### config.mk
export PLATFORM = sky130hd
export DESIGN_NAME = assoc_cache_age_replace_unit
export DESIGN_NICKNAME = d
export VERILOG_FILES = /design/src/sv/acar_pkg.sv /design/src/sv/assoc_cache_age_replace_unit.sv /design/src/sv/acar_cell.sv
export SDC_FILE = /design/constraint.sdc
export NUM_CORES = 2
export LEC_CHECK = 0
export BUFFER_PORTS_ARGS = -buffer_cell sky130_fd_sc_hd__buf_2
export CORE_ASPECT_RATIO = 1.5
export CORE_MARGIN = 5
export CORE_UTILIZATION = 45
export CTS_CLUSTER_DIAMETER = 60
export DETAILED_ROUTE_END_ITERATION = 7
export SLEW_MARGIN = 20
export SYNTH_ARGS = -nofsm -noshare
export SYNTH_HDL_FRONTEND = slang
export SYNTH_SLANG_ARGS = --single-unit
### constraint.sdc
create_clock -name clk -period 13.98 [get_ports clk]
set_input_delay 4.194 -clock clk [delete_from_list [all_inputs] [get_ports clk]]
set_output_delay 4.194 -clock clk [all_outputs]
set_load 0.02 [all_outputs]
### src/sv/acar_pkg.sv
// ----------------------------------------------------------------------------
// acar_pkg
// Shared types and constants for the age-replacement associative cache.
// ----------------------------------------------------------------------------
package acar_pkg;

    localparam int ENTRIES  = 8;
    localparam int KEY_BITS = 64;
    localparam int AGE_BITS = 16;
    localparam int IDX_W    = (ENTRIES > 1) ? $clog2(ENTRIES) : 1;
    localparam int SLOT_W   = 3;
    localparam int DATA_W   = 32;

    typedef logic [IDX_W-1:0]    idx_t;
    typedef logic [KEY_BITS-1:0] ckey_t;
    typedef logic [AGE_BITS-1:0] age_t;
    typedef logic [DATA_W-1:0]   data_t;

    // Search record handed from cell to cell
    typedef struct packed {
        logic  mhit;
        idx_t  midx;
        data_t mdata;
        logic  ffree;
        idx_t  fidx;
        age_t  oage;
        idx_t  oidx;
    } rec_t;

    // Write command broadcast to every cell
    typedef struct packed {
        logic  we;
        logic  fill;
        idx_t  widx;
        ckey_t wkey;
        data_t wdata;
    } wr_t;

    function automatic logic [SLOT_W-1:0] to_slot(idx_t idx);
        logic [31:0] t;
        t = 32'(idx);
        return t[SLOT_W-1:0];
    endfunction

endpackage

### src/sv/assoc_cache_age_replace_unit.sv
// ----------------------------------------------------------------------------
// assoc_cache_age_replace_unit
// Fully associative cache with age-based replacement, built as a chain of
// slot cells through which a search record walks one slot per cycle.
// ----------------------------------------------------------------------------
// One item at a time: a new item is accepted only while busy is low, after the search
//   record has walked the whole slot chain and the write has been applied.
// The receiver cannot stall; each result shows for one cycle with done.
// Reset clears all valid bits and ages at once; keys and data are not reset.
module assoc_cache_age_replace_unit
    import acar_pkg::*;
(
    input  logic              clk,
    input  logic              rst_n,
    input  logic              start,
    output logic              busy,
    input  logic              kind,
    input  logic [63:0]       key,
    input  logic [31:0]       payload,
    output logic              done,
    output logic              hit,
    output logic [SLOT_W-1:0] slot,
    output logic [31:0]       data_out
);

    logic  busy_reg, launch_reg, done_reg;
    logic  kind_reg;
    ckey_t key_reg;
    data_t pay_reg;
    logic              hit_reg;
    logic [SLOT_W-1:0] slot_reg;
    data_t             dout_reg;

    logic [ENTRIES:0] tok;
    rec_t             rec [ENTRIES+1];
    wr_t              wr;
    logic             accept;
    logic             fin;
    rec_t             res;
    idx_t             vidx;

    assign accept = start && !busy_reg;
    assign fin    = tok[ENTRIES];
    assign res    = rec[ENTRIES];

    // Seed record for the head of the chain
    assign tok[0] = launch_reg;
    assign rec[0] = '0;

    genvar g;
    generate
        for (g = 0; g < ENTRIES; g++)
        begin : g_cell
            acar_cell u_cell (
                .clk     (clk),
                .rst_n   (rst_n),
                .idx     (idx_t'(g)),
                .skey    (key_reg),
                .tok_in  (tok[g]),
                .rec_in  (rec[g]),
                .wr      (wr),
                .tok_out (tok[g+1]),
                .rec_out (rec[g+1])
            );
        end
    endgenerate

    // Pick the write slot: match, else lowest free, else oldest
    always_comb
    begin
        if (res.mhit)
        begin
            vidx = res.midx;
        end
        else if (res.ffree)
        begin
            vidx = res.fidx;
        end
        else
        begin
            vidx = res.oidx;
        end
        wr.we    = fin && kind_reg;
        wr.fill  = !res.mhit;
        wr.widx  = vidx;
        wr.wkey  = key_reg;
        wr.wdata = pay_reg;
    end

    always_ff @(posedge clk or negedge rst_n)
    begin
        if (!rst_n)
        begin
            busy_reg   <= 1'b0;
            launch_reg <= 1'b0;
            done_reg   <= 1'b0;
        end
        else
        begin
            launch_reg <= accept;
            done_reg   <= fin;
            if (accept)
            begin
                busy_reg <= 1'b1;
            end
            else if (fin)
            begin
                busy_reg <= 1'b0;
            end
        end
    end

    // Hold the item and register the result
    always_ff @(posedge clk)
    begin
        if (accept)
        begin
            kind_reg <= kind;
            key_reg  <= key[KEY_BITS-1:0];
            pay_reg  <= payload;
        end
        if (fin)
        begin
            hit_reg <= res.mhit;
            if (kind_reg)
            begin
                slot_reg <= to_slot(vidx);
                dout_reg <= '0;
            end
            else
            begin
                slot_reg <= res.mhit ? to_slot(res.midx) : '0;
                dout_reg <= res.mhit ? res.mdata : '0;
            end
        end
    end

    assign busy     = busy_reg;
    assign done     = done_reg;
    assign hit      = hit_reg;
    assign slot     = slot_reg;
    assign data_out = dout_reg;

`ifndef SYNTHESIS
    a_done_idle: assert property (@(posedge clk) disable iff (!rst_n)
        done_reg |-> !busy_reg)
        else $error("done while busy");
    a_fin_busy: assert property (@(posedge clk) disable iff (!rst_n)
        fin |-> busy_reg)
        else $error("walk finished with no item");
    a_done_fin: assert property (@(posedge clk) disable iff (!rst_n)
        done_reg |-> $past(fin))
        else $error("done without finished walk");
    a_launch: assert property (@(posedge clk) disable iff (!rst_n)
        accept |=> launch_reg && busy_reg)
        else $error("accepted item not launched");
`endif

endmodule

### src/sv/acar_cell.sv
// ----------------------------------------------------------------------------
// acar_cell
// One cache slot: holds valid, key, data and age, folds itself into the
// passing search record and applies broadcast writes and ageing.
// ----------------------------------------------------------------------------
module acar_cell
    import acar_pkg::*;
(
    input  logic  clk,
    input  logic  rst_n,
    input  idx_t  idx,
    input  ckey_t skey,
    input  logic  tok_in,
    input  rec_t  rec_in,
    input  wr_t   wr,
    output logic  tok_out,
    output rec_t  rec_out
);

    logic  valid_reg, valid_next;
    age_t  age_reg, age_next;
    ckey_t key_reg;
    data_t data_reg;
    logic  tok_reg;
    rec_t  rec_reg, rec_next;

    // Fold this slot into the search record
    always_comb
    begin
        rec_next = rec_in;
        if (!rec_in.mhit && valid_reg && key_reg == skey)
        begin
            rec_next.mhit  = 1'b1;
            rec_next.midx  = idx;
            rec_next.mdata = data_reg;
        end
        if (!rec_in.ffree && !valid_reg)
        begin
            rec_next.ffree = 1'b1;
            rec_next.fidx  = idx;
        end
        if (age_reg > rec_in.oage)
        begin
            rec_next.oage = age_reg;
            rec_next.oidx = idx;
        end
    end

    // Write and age: written slot restarts at 1; other valid slots age on each write
    always_comb
    begin
        valid_next = valid_reg;
        age_next   = age_reg;
        if (wr.we)
        begin
            if (wr.widx == idx)
            begin
                valid_next = 1'b1;
                age_next   = age_t'(1);
            end
            else if (valid_reg && age_reg != '1)
            begin
                age_next = age_reg + age_t'(1);
            end
        end
    end

    always_ff @(posedge clk or negedge rst_n)
    begin
        if (!rst_n)
        begin
            valid_reg <= 1'b0;
            age_reg   <= '0;
            tok_reg   <= 1'b0;
        end
        else
        begin
            valid_reg <= valid_next;
            age_reg   <= age_next;
            tok_reg   <= tok_in;
        end
    end

    // Hold slot contents and the travelling record
    always_ff @(posedge clk)
    begin
        rec_reg <= rec_next;
        if (wr.we && wr.widx == idx)
        begin
            data_reg <= wr.wdata;
            if (wr.fill)
            begin
                key_reg <= wr.wkey;
            end
        end
    end

    assign tok_out = tok_reg;
    assign rec_out = rec_reg;

endmodule
==> results.md <==
* Status: finished clean
* Setup CP Type: reg -> out
* Layout Area Growth over Synthesis at 13.6%
* Pwr Total at 9.04 mW
* Mapped Area at 57300 um2
* Data arrival, critical path at 1.36 ns
* Post-CTS Hold Fix Bufs at 0
* Setup WS pre-CTS at 7.68 ns
* Routability congestion estimate at 0.893
* Drt via density at 5.33
* Skew final at 0.0659 ns
* Power per Cell Area at 139 nW/um2
* GRT Overall Usage at 0.203
* Post-CTS Setup Bufs at 0
* Crit share post-route at 0.397
* Max cap viols at 0
* CP startpoint kind: flip-flop
* Worst setup margin at 8.42 ns
* Unrepaired setup endpoints after global routing: false
* Post-cts sizing count at 0
* Die ar. at 135000 um2
* Critical path capture point type: output port
* Pre-Repair DR Iteration Count at 6
* Max reg flops at 512
* Die W at 301 um
* Via Count at 32200
* Cells after synthesis at 3974
* Hold Path Class: reg -> reg
* Pins Over Slew Limit at 0
* Synth unique cells at 70
* Yosys warning count at 0
* Die Y-Extent at 447 um
* Fillers at 10700
* Top delay family on crit path: flip-flops
* H-tree Lvls at 4
* Num rows at 160
* Remaining antenna violation count at 0
* Io pins at 138
* Gr ovfl total at 0
* Wire per inst at 22.7 um
* Final Critical Period at 5.56 ns
* Nets at 4446
* Critical Path RT at 9.79 ns
* Most common cell after layout, fill and taps aside: edfxtp_1
* Sequential cell area fraction in the yosys report at 0.688
* Iter 0 DRT Violations at 1976
* TritonCTS clock tree: yes
* Leak pwr at 23.8 nW
* Slowest stage delay, CP at 0.41 ns
* Worst Tran Pin Value at 1.19 ns
* Fmax at 0.180 GHz
* DR DRC count at 0
* Vias in the first global route at 32900
* CP Cell Sequence: buf_2
* Largest net degree at the start of global routing at 91
* Slowest cell on the critical path: dfrtp_1
* Async set-reset flop share out of synthesis at 0.0991
* Setup_tns at 0 ns
* Core area at 127000 um2
* Antenna violations before repair at 3
* Clock Latency Late Sink at 0.78 ns
* Worst-path clk slew at 0.06 ns
* Final setup fails at 0
* EDFF count, synth at 901
* Clock Sinks at 1483
* PortBufs at 137
* Worst VDD drop at 0.120 mV
* Post-route core utilization at 0.514
* CTS root buf: clkbuf_16
* Initial core utilization at 0.452
* Synthesized area per cell at 14.4 um2
* Num CTS Buffers at 143
* FF+latch count, synth at 1483
* Buffers and inverters on the worst path at 1
* Total wire length at 137000 um
* Slew HR at 0.200
* CP max FO at 4
* Fin. Hold Viols at 0
* Commonest cells after routing, fill and taps aside: edfxtp_1, dfxtp_1, xnor2_1
* First-pass GRT wire length at 205000 um
* Hpwl dp at 87800 um
* Layout cells sized above 1 at 0.188
* Synth Flop Type: edfxtp_1
* Clock buffer depth at 3
* Syn_nets at 4195
==> final timing paths <==
path                                          start                      endpoint  slack (ns)  cells after the start
min                        g_cell[2].u_cell.tok_out      g_cell[3].u_cell.tok_out        0.35                      0
max reg2reg                             key_reg[55]  g_cell[4].u_cell.rec_out[54]       10.09                      7
min reg2reg                g_cell[2].u_cell.tok_out      g_cell[3].u_cell.tok_out        0.35                      0
min in group asynchronous                     rst_n  g_cell[0].u_cell.age_reg[14]        3.52                      1
max in group asynchronous                     rst_n      g_cell[7].u_cell.tok_out        8.97                      2
max                                            busy                          busy        8.42                      1
==> cell type report <==
class / count / area (um2) / share of cell area
antenna: 1 / 2.50 / 0.0000384
clock buffer: 196 / 3950 / 0.0606
clock inverter: 70 / 803 / 0.0123
inverter: 211 / 792 / 0.0122
multi-input combinational: 2141 / 16500 / 0.254
sequential: 1483 / 39400 / 0.605
tap: 1701 / 2130 / 0.0327
timing repair buffer: 245 / 1500 / 0.0231
==> synthesized netlist by cell type (9+ instances only) <==
cell type,number,area (um2)
dfrtp_1,147,3680
a21o_1,20,150
a31oi_1,15,93.8
a21oi_1,45,225
nor2_1,137,514
o41ai_1,14,123
nand4_1,147,920
or2_2,30,188
nand2_1,99,372
o21ai_0,142,711
edfxtp_1,901,27100
nor2b_1,63,394
o31ai_1,31,233
nand2b_1,52,325
nor3_1,34,170
or3_1,12,75.1
mux2i_1,10,100
a2111oi_0,11,96.3
nand3_1,63,315
a211oi_1,10,75.1
and3_1,32,200
ha_1,121,1510
mux2_2,285,3210
buf_2,75,375
a221oi_1,9,78.8
dfxtp_1,435,8710
buf_4,12,90.1
xor2_1,110,963
clkbuf_1,49,184
inv_1,206,773
o22ai_1,35,219
mux2_1,29,327
xnor2_1,321,2810
a22o_1,15,131
and2_1,77,482
o2bb2ai_1,19,166
nor4_1,61,382
==> power breakdown <==
group          internal (mW)  switching [mW]  total (mW)
logic                  0.193           0.250       0.443
clock network           2.21            1.67        3.88
registers               4.68          0.0362        4.72
==> routing by layer <==
metal	wire length [um]	track usage	part of all wire	vias up
li1	-	-	-	15000
met1	52000	0.229	0.38	16300
met2	73300	0.378	0.54	720
met3	5230	0.0315	0.038	255
met4	6500	0.0897	0.047	0
met5	0	0	0	-
==> stage by stage <==
stage	instance area, um2	instances	hold slack, ns
after floorplan	57300	3974	0.331
final	65200	6048	0.345
after global placement	60400	5781	0.335
after CTS	65200	6047	0.350
after detailed placement	60400	5781	0.336
after global routing	65200	6048	0.347
==> kinds of logic after synthesis <==
kind of cell,Yosys count,synth area share
XOR/XNOR,431,0.0658
adder cells (fa/ha/maj),121,0.0264
AO/OA/AOI/OAI,430,0.0498
AND/OR/NAND/NOR,835,0.0809
buffers and inverters,350,0.0257
flip-flops,1483,0.688
multiplexers,324,0.0634
Note: power is estimated with default switching activity, not from simulation.
